--- src/design/prs_pkg.sv ---
package prs_pkg;

   localparam int DEPTH_DEFAULT       = 16;
   localparam int PACKET_BITS_DEFAULT = 64;
   localparam int DATA_W              = 64;
   localparam int COUNT_W             = 5;

   localparam logic [1:0] KIND_WRITE   = 2'd0;
   localparam logic [1:0] KIND_READ    = 2'd1;
   localparam logic [1:0] KIND_DISCARD = 2'd2;

   localparam logic [1:0] CODE_OK          = 2'd0;
   localparam logic [1:0] CODE_INVALID     = 2'd1;
   localparam logic [1:0] CODE_UNAVAILABLE = 2'd2;
   localparam logic [1:0] CODE_FULL        = 2'd3;

   typedef struct packed {
      logic [1:0]         kind;
      logic [DATA_W-1:0]  packet_data;
      logic [COUNT_W-1:0] discard_count;
   } req_type;

   typedef struct packed {
      logic [1:0]         result_code;
      logic [DATA_W-1:0]  packet_out;
      logic [COUNT_W-1:0] stored_count;
      logic [COUNT_W-1:0] free_space;
      logic               is_full;
   } rsp_type;

   // outcome of one request, before the packet word comes back from the ram
   typedef struct packed {
      logic [1:0]         code;
      logic [COUNT_W-1:0] stored_count;
      logic [COUNT_W-1:0] free_space;
      logic               is_full;
      logic               do_read;
   } status_type;

endpackage

--- src/design/prs_ram.sv ---
module prs_ram #(
   parameter int WIDTH = 64,
   parameter int DEPTH = 16
) (
   input  logic                     clock,
   input  logic                     wr_en,
   input  logic [$clog2(DEPTH)-1:0] wr_addr,
   input  logic [WIDTH-1:0]         wr_data,
   input  logic                     rd_en,
   input  logic [$clog2(DEPTH)-1:0] rd_addr,
   output logic [WIDTH-1:0]         rd_data
);

   logic [WIDTH-1:0] mem_ff [DEPTH];
   logic [WIDTH-1:0] rd_data_ff;

   always_ff @(posedge clock) begin
      if (wr_en) begin
         mem_ff[wr_addr] <= wr_data;
      end
      if (rd_en) begin
         rd_data_ff <= mem_ff[rd_addr];
      end
   end

   assign rd_data = rd_data_ff;

endmodule

--- src/design/prs_ctrl.sv ---
module prs_ctrl #(
   parameter int DEPTH       = 16,
   parameter int PACKET_BITS = 64
) (
   input  logic                     clock,
   input  logic                     reset,
   input  logic                     accept,
   input  prs_pkg::req_type         req,
   output prs_pkg::status_type      status,
   output logic                     wr_en,
   output logic [$clog2(DEPTH)-1:0] wr_addr,
   output logic [PACKET_BITS-1:0]   wr_data,
   output logic [$clog2(DEPTH)-1:0] rd_addr
);

   import prs_pkg::*;

   localparam int PW = $clog2(DEPTH);
   localparam int CW = $clog2(DEPTH + 1);
   localparam int EW = (CW > COUNT_W) ? CW : COUNT_W;
   localparam int SW = (PW + 1 > COUNT_W) ? PW + 1 : COUNT_W;

   logic [PW-1:0] rd_ptr_ff, rd_ptr_in;
   logic [PW-1:0] wr_ptr_ff, wr_ptr_in;
   logic [CW-1:0] held_ff, held_in;

   logic [EW-1:0] held_ext, count_ext, free_ext, n_ext;
   logic [SW-1:0] rd_step, rd_sum, rd_wrap, wr_sum, wr_wrap;
   logic          take_write, take_read, take_discard;
   logic [1:0]    code;

   assign held_ext = EW'(held_ff);
   assign n_ext    = EW'(req.discard_count);

   // pointer sums stay below twice the depth, so one subtract wraps them
   assign rd_step = take_discard ? SW'(req.discard_count) : SW'(1);
   assign rd_sum  = SW'(rd_ptr_ff) + rd_step;
   assign rd_wrap = (rd_sum >= SW'(DEPTH)) ? rd_sum - SW'(DEPTH) : rd_sum;
   assign wr_sum  = SW'(wr_ptr_ff) + SW'(1);
   assign wr_wrap = (wr_sum >= SW'(DEPTH)) ? wr_sum - SW'(DEPTH) : wr_sum;

   always_comb begin
      take_write   = 1'b0;
      take_read    = 1'b0;
      take_discard = 1'b0;
      code         = CODE_INVALID;
      case (req.kind)
         KIND_WRITE: begin
            if (held_ext >= EW'(DEPTH)) begin
               code = CODE_FULL;
            end else begin
               take_write = 1'b1;
               code       = CODE_OK;
            end
         end
         KIND_READ: begin
            if (held_ext == '0) begin
               code = CODE_UNAVAILABLE;
            end else begin
               take_read = 1'b1;
               code      = CODE_OK;
            end
         end
         KIND_DISCARD: begin
            if (n_ext == '0) begin
               code = CODE_INVALID;
            end else if (n_ext > held_ext) begin
               code = CODE_UNAVAILABLE;
            end else begin
               take_discard = 1'b1;
               code         = CODE_OK;
            end
         end
         default: begin
            code = CODE_INVALID;
         end
      endcase
   end

   always_comb begin
      count_ext = held_ext;
      if (take_write) begin
         count_ext = held_ext + EW'(1);
      end else if (take_read) begin
         count_ext = held_ext - EW'(1);
      end else if (take_discard) begin
         count_ext = held_ext - n_ext;
      end
   end

   assign free_ext            = EW'(DEPTH) - count_ext;
   assign status.code         = code;
   assign status.stored_count = count_ext[COUNT_W-1:0];
   assign status.free_space   = free_ext[COUNT_W-1:0];
   assign status.is_full      = (count_ext == EW'(DEPTH));
   assign status.do_read      = take_read;

   assign held_in   = accept ? count_ext[CW-1:0] : held_ff;
   assign rd_ptr_in = (accept && (take_read || take_discard)) ? rd_wrap[PW-1:0] : rd_ptr_ff;
   assign wr_ptr_in = (accept && take_write) ? wr_wrap[PW-1:0] : wr_ptr_ff;

   always_ff @(posedge clock) begin
      if (reset) begin
         rd_ptr_ff <= '0;
         wr_ptr_ff <= '0;
         held_ff   <= '0;
      end else begin
         rd_ptr_ff <= rd_ptr_in;
         wr_ptr_ff <= wr_ptr_in;
         held_ff   <= held_in;
      end
   end

   assign wr_en   = accept && take_write;
   assign wr_addr = wr_ptr_ff;
   assign wr_data = req.packet_data[PACKET_BITS-1:0];
   assign rd_addr = rd_ptr_ff;

endmodule

--- src/design/packet_ring_store_unit.sv ---
// throughput: one request per cycle unless a stalled response holds stage a;
//   the ram read of the oldest word sets the extra stage, the response register
//   lets a new request in while one waits; stage a feeds the response register
// reset: synchronous, clears pointers, count and the valid flags; packet storage
//   is not cleared and needs no clearing pass
module packet_ring_store_unit #(
   parameter int DEPTH       = prs_pkg::DEPTH_DEFAULT,
   parameter int PACKET_BITS = prs_pkg::PACKET_BITS_DEFAULT
) (
   input  logic             clock,
   input  logic             reset,
   input  logic             req_valid,
   output logic             req_stall,
   input  prs_pkg::req_type req_data,
   output logic             rsp_valid,
   input  logic             rsp_stall,
   output prs_pkg::rsp_type rsp_data
);

   import prs_pkg::*;

   localparam int PW = $clog2(DEPTH);

   logic             accept;
   logic             a_move;
   status_type       status;
   logic             wr_en;
   logic [PW-1:0]    wr_addr;
   logic [PW-1:0]    rd_addr;
   logic [PACKET_BITS-1:0] wr_data;
   logic [PACKET_BITS-1:0] rd_data;

   logic             a_valid_ff, a_valid_in;
   status_type       a_status_ff;
   logic             rsp_valid_ff, rsp_valid_in;
   rsp_type          rsp_ff, rsp_in;

   assign a_move    = a_valid_ff && (!rsp_valid_ff || !rsp_stall);
   assign req_stall = a_valid_ff && !a_move;
   assign accept    = req_valid && !req_stall;

   prs_ctrl #(
      .DEPTH       (DEPTH),
      .PACKET_BITS (PACKET_BITS)
   ) u_ctrl (
      .clock   (clock),
      .reset   (reset),
      .accept  (accept),
      .req     (req_data),
      .status  (status),
      .wr_en   (wr_en),
      .wr_addr (wr_addr),
      .wr_data (wr_data),
      .rd_addr (rd_addr)
   );

   // read port only moves on a taken request, so its output holds with stage a
   prs_ram #(
      .WIDTH (PACKET_BITS),
      .DEPTH (DEPTH)
   ) u_ram (
      .clock   (clock),
      .wr_en   (wr_en),
      .wr_addr (wr_addr),
      .wr_data (wr_data),
      .rd_en   (accept),
      .rd_addr (rd_addr),
      .rd_data (rd_data)
   );

   assign a_valid_in   = accept || (a_valid_ff && !a_move);
   assign rsp_valid_in = a_move || (rsp_valid_ff && rsp_stall);

   always_comb begin
      rsp_in.result_code  = a_status_ff.code;
      rsp_in.packet_out   = a_status_ff.do_read ? DATA_W'(rd_data) : '0;
      rsp_in.stored_count = a_status_ff.stored_count;
      rsp_in.free_space   = a_status_ff.free_space;
      rsp_in.is_full      = a_status_ff.is_full;
   end

   always_ff @(posedge clock) begin
      if (reset) begin
         a_valid_ff   <= 1'b0;
         rsp_valid_ff <= 1'b0;
      end else begin
         a_valid_ff   <= a_valid_in;
         rsp_valid_ff <= rsp_valid_in;
      end
   end

   always_ff @(posedge clock) begin
      if (accept) begin
         a_status_ff <= status;
      end
      if (a_move) begin
         rsp_ff <= rsp_in;
      end
   end

   assign rsp_valid = rsp_valid_ff;
   assign rsp_data  = rsp_ff;

endmodule
--- config.mk ---
export PLATFORM = sky130hd
export DESIGN_NAME = packet_ring_store_unit
export DESIGN_NICKNAME = d
export VERILOG_FILES = /design/src/design/prs_pkg.sv /design/src/design/prs_ram.sv /design/src/design/prs_ctrl.sv /design/src/design/packet_ring_store_unit.sv
export SDC_FILE = /design/constraint.sdc
export NUM_CORES = 1
export LEC_CHECK = 0
export ABC_AREA = 1
export BUFFER_PORTS_ARGS = -buffer_cell sky130_fd_sc_hd__buf_2
export CELL_PAD_IN_SITES_DETAIL_PLACEMENT = 1
export CELL_PAD_IN_SITES_GLOBAL_PLACEMENT = 2
export CORE_MARGIN = 5
export CORE_UTILIZATION = 45
export DETAILED_ROUTE_END_ITERATION = 6
export HOLD_SLACK_MARGIN = 0.15
export PLACE_DENSITY = 0.75
export SYNTH_ARGS = -nofsm -noshare
export SYNTH_HDL_FRONTEND = slang
export SYNTH_SLANG_ARGS = --single-unit
--- constraint.sdc ---
create_clock -name clock -period 5.15 [get_ports clock]
set_input_delay 0.515 -clock clock [delete_from_list [all_inputs] [get_ports clock]]
set_output_delay 0.515 -clock clock [all_outputs]
set_load 0.02 [all_outputs]
==> results.json <==
{
  "synth_edf_count": 1177,
  "timing.final.hold_violations": 0,
  "critPathMaxFanout": 29,
  "synthArstFlopShare_pct": 0,
  "synthesis.nets": 3304,
  "yosys.cell_types.count": 36,
  "yosys_warnings": 0,
  "synth_top_flop_cell": "edfxtp_1",
  "setup_tns_ns": 0,
  "r2r-start": "u_ctrl.held_ext[4]",
  "synth_top_family_by_area": "compound AO/OA/AOI/OAI gates",
  "initial_core_util_pct": 45.46,
  "globalplace.congestion": 0.7792,
  "rsz0062_at_grt": "no",
  "tightestPinTransition_ns": 1.304,
  "worstPathRequired_ns": 5.51,
  "final_core_util_pct": 51.30,
  "die-area_mm2": 0.1116,
  "die_h_um": 334.1,
  "synth-seq-area-share_pct": 75.43,
  "grt_pass1_wl_mm": 182.8,
  "cts_tree": "yes",
  "numCtsBuffers": 120,
  "hp-start": "req_data[10]",
  "crit_family": "simple AND/OR/NAND/NOR gates",
  "dp.final_hpwl_mm": 68.81,
  "min_path_cells": 1,
  "clk_pin_slew_ns": 0.06,
  "drc": 0,
  "antenna_found_initial": 10,
  "worstPathArrival_ns": 3.69,
  "crit_top_cell": "nor2_4",
  "first_pass_iters": 5,
  "yosys.area_share.simple_pct": 3.087,
  "hp-class": "in -> reg",
  "synth-seq-cells": 1192,
  "ant_nets": 0,
  "worstPathCellList": "nor3_4 > inv_1 > nor2_4 > nand2_1 > nor2_4 > buf_4",
  "fmax_ghz": 0.3011,
  "coreArea_mm2": 0.1039,
  "finClkSkew_ns": 0.02442,
  "drt_iter0_drc": 2295,
  "vias": 27145,
  "fin_ws_ns": 1.829,
  "max_cap_viol_count": 0,
  "start_kind": "flip-flop",
  "cp_num_buf_inv": 2,
  "vias_per_cell": 5.619,
  "synthAdderAreaFrac_pct": 0.5084,
  "vdd_drop_max_mv": 0.3018,
  "p_per_area_mw_per_mm2": 390.0,
  "synth_xor_area_share_pct": 0.09267,
  "synth_area_mm2": 0.04725,
  "fin_nets": 3440,
  "numClockSinks": 1192,
  "max_slew_margin_pct": 12.89,
  "synth-compound-area-share_pct": 10.45,
  "cts_root_buf": "clkbuf_16",
  "cts.path.max_buffers": 3,
  "holdPathEnd": "u_ram.mem_ff[13][5]",
  "drive_gt1_share_pct": 12.44,
  "cp-end-kind": "flip-flop",
  "die_w_um": 334.1,
  "status": "completed",
  "htree_num_levels": 3,
  "post-place-ws_ns": 1.562,
  "wirelength_mm": 122.7,
  "clock_latency_ns": 0.71,
  "grt_pass1_vias": 28835,
  "syn_inst": 3211,
  "worstSetupPathType": "reg -> reg",
  "setup_viol": 0,
  "min_period_over_period_pct": 64.48,
  "p_leak_nw": 18.11,
  "gr-usage-all-layers_pct": 21.51,
  "grt_overflow": 0,
  "reg2reg_depth": 6,
  "rr_endpoint": "u_ram.mem_ff[0][61]",
  "grt_max_degree": 137,
  "drv_slew": 0,
  "rrSetupSlack_ns": 1.83,
  "avgSynthCellArea_um2": 14.72,
  "port_buffers": 153,
  "wl_per_cell_um": 25.39,
  "synthMuxAreaShare_pct": 5.423,
  "io_pins": 154,
  "whs_ns": 0.2079,
  "slowest_delay_ns": 1.01,
  "row_count": 118,
  "area_delta_synth_final_pct": 12.83,
  "crit_path_top_delay_cell": "nor2_4",
  "post-route-min-period_ns": 3.321
}
where the power goes:
part | leakage (nW) | switching [mW] | internal (mW)
sequential | 10.8 | 0.0860 | 10.8
combinational | 5.45 | 1.01 | 0.432
clock | 1.84 | 3.67 | 4.75
total | 18.1 | 4.77 | 16.0
flip-flops by register name (all words and copies together), names as in the netlist, 4 cells and up:
register	count
u_ram.mem_ff	1024
rsp_data	76
u_ram.rd_data	64
a_status_ff	13
u_ctrl.held_ext	5
u_ctrl.rd_addr	4
u_ctrl.wr_addr	4
cell usage after synthesis (all sizes together), types with 3 or more instances:
master	number	area share [%]
nand2	178	1.5
clkbuf	84	0.67
o21ai	321	3.4
buf	109	1.4
xnor2	3	0.056
ha	16	0.42
nor3	3	0.056
dfxtp	15	0.64
edfxtp	1177	75
a21oi	276	2.9
nor2	43	0.43
mux2i	256	5.4
inv	364	2.9
nand4	3	0.040
o211ai	256	4.1
nand3	97	1.1
layer usage:
metal	wire length, um	GRT usage [%]
met1	54680	29.93
met3	5747	2.948
met4	2442	5.210
met5	28	0
met2	59780	36.30
worst max path at each step:
| stage | endpoint | start | cells after the start | slack (ns) |
|---|---|---|---|---|
| 2_1_floorplan | rsp_data[0] | rsp_stall | 1 | 0.40 |
| 3_3_place_gp | u_ram.mem_ff[0][56] | req_data[69] | 7 | 1.73 |
| 3_5_place_dp | u_ram.mem_ff[0][33] | req_data[69] | 7 | 1.56 |
| 4_1_cts | u_ram.mem_ff[0][61] | u_ctrl.held_ext[4] | 6 | 1.80 |
| 5_1_grt | u_ram.mem_ff[0][34] | u_ctrl.held_ext[4] | 6 | 1.72 |
| 6_report | u_ram.mem_ff[0][61] | u_ctrl.held_ext[4] | 6 | 1.83 |
worst register-to-register path: stages (launching register included):
cell	delay, ns
dfxtp_1	0.38
nor3_4	0.40
inv_1	0.20
nor2_4	0.23
nand2_1	0.28
nor2_4	1.01
buf_4	0.50
per-stage QoR:
stage	instance area [um^2]	cells	power (mW)
final	53320	4831	20.79
after global routing	53310	4829	21.56
after CTS	53310	4829	21.00
after detailed placement	49520	4602	12.58
after global placement	49520	4602	12.54
after floorplan	47250	3211	12.00
cell usage in the layout, fill, tap and decap left out, types with 26 or more instances in the layout:
cell / count
buf_2: 153
clkinv_2: 30
mux2i_1: 256
nand2_1: 173
o211ai_1: 256
inv_1: 352
o21ai_0: 298
clkbuf_1: 26
buf_4: 33
a21oi_1: 274
clkbuf_16: 120
nand3_1: 96
edfxtp_1: 1177
layout make-up:
class / count / area (um^2)
Clock inverter: 76 / 640.6
Fill cell: 10174 / 50620
Tap cell: 1380 / 1727
Multi-Input combinational cell: 1462 / 9374
Sequential cell: 1192 / 35660
Clock buffer: 148 / 3128
Antenna cell: 2 / 5.005
Timing Repair Buffer: 207 / 1404
Inverter: 364 / 1381
repair_timing:
item,in CTS,in global routing
endpoints found under the setup margin,0,0
buffers inserted,0,0
gates resized for setup,0,0
hold endpoints to repair,3,0
hold buffers,3,0
logic make-up (layout without fill, tap and decap cells):
logic type | Yosys count | after routing
xor+xnor | 5 | 5
buf+inv | 557 | 795
flops | 1192 | 1192
fa+ha+maj | 18 | 18
mux | 256 | 256
simple gates | 327 | 327
other cells | 0 | 2
compound gates | 856 | 856
No activity file was read; power rests on OpenSTA's default activity.
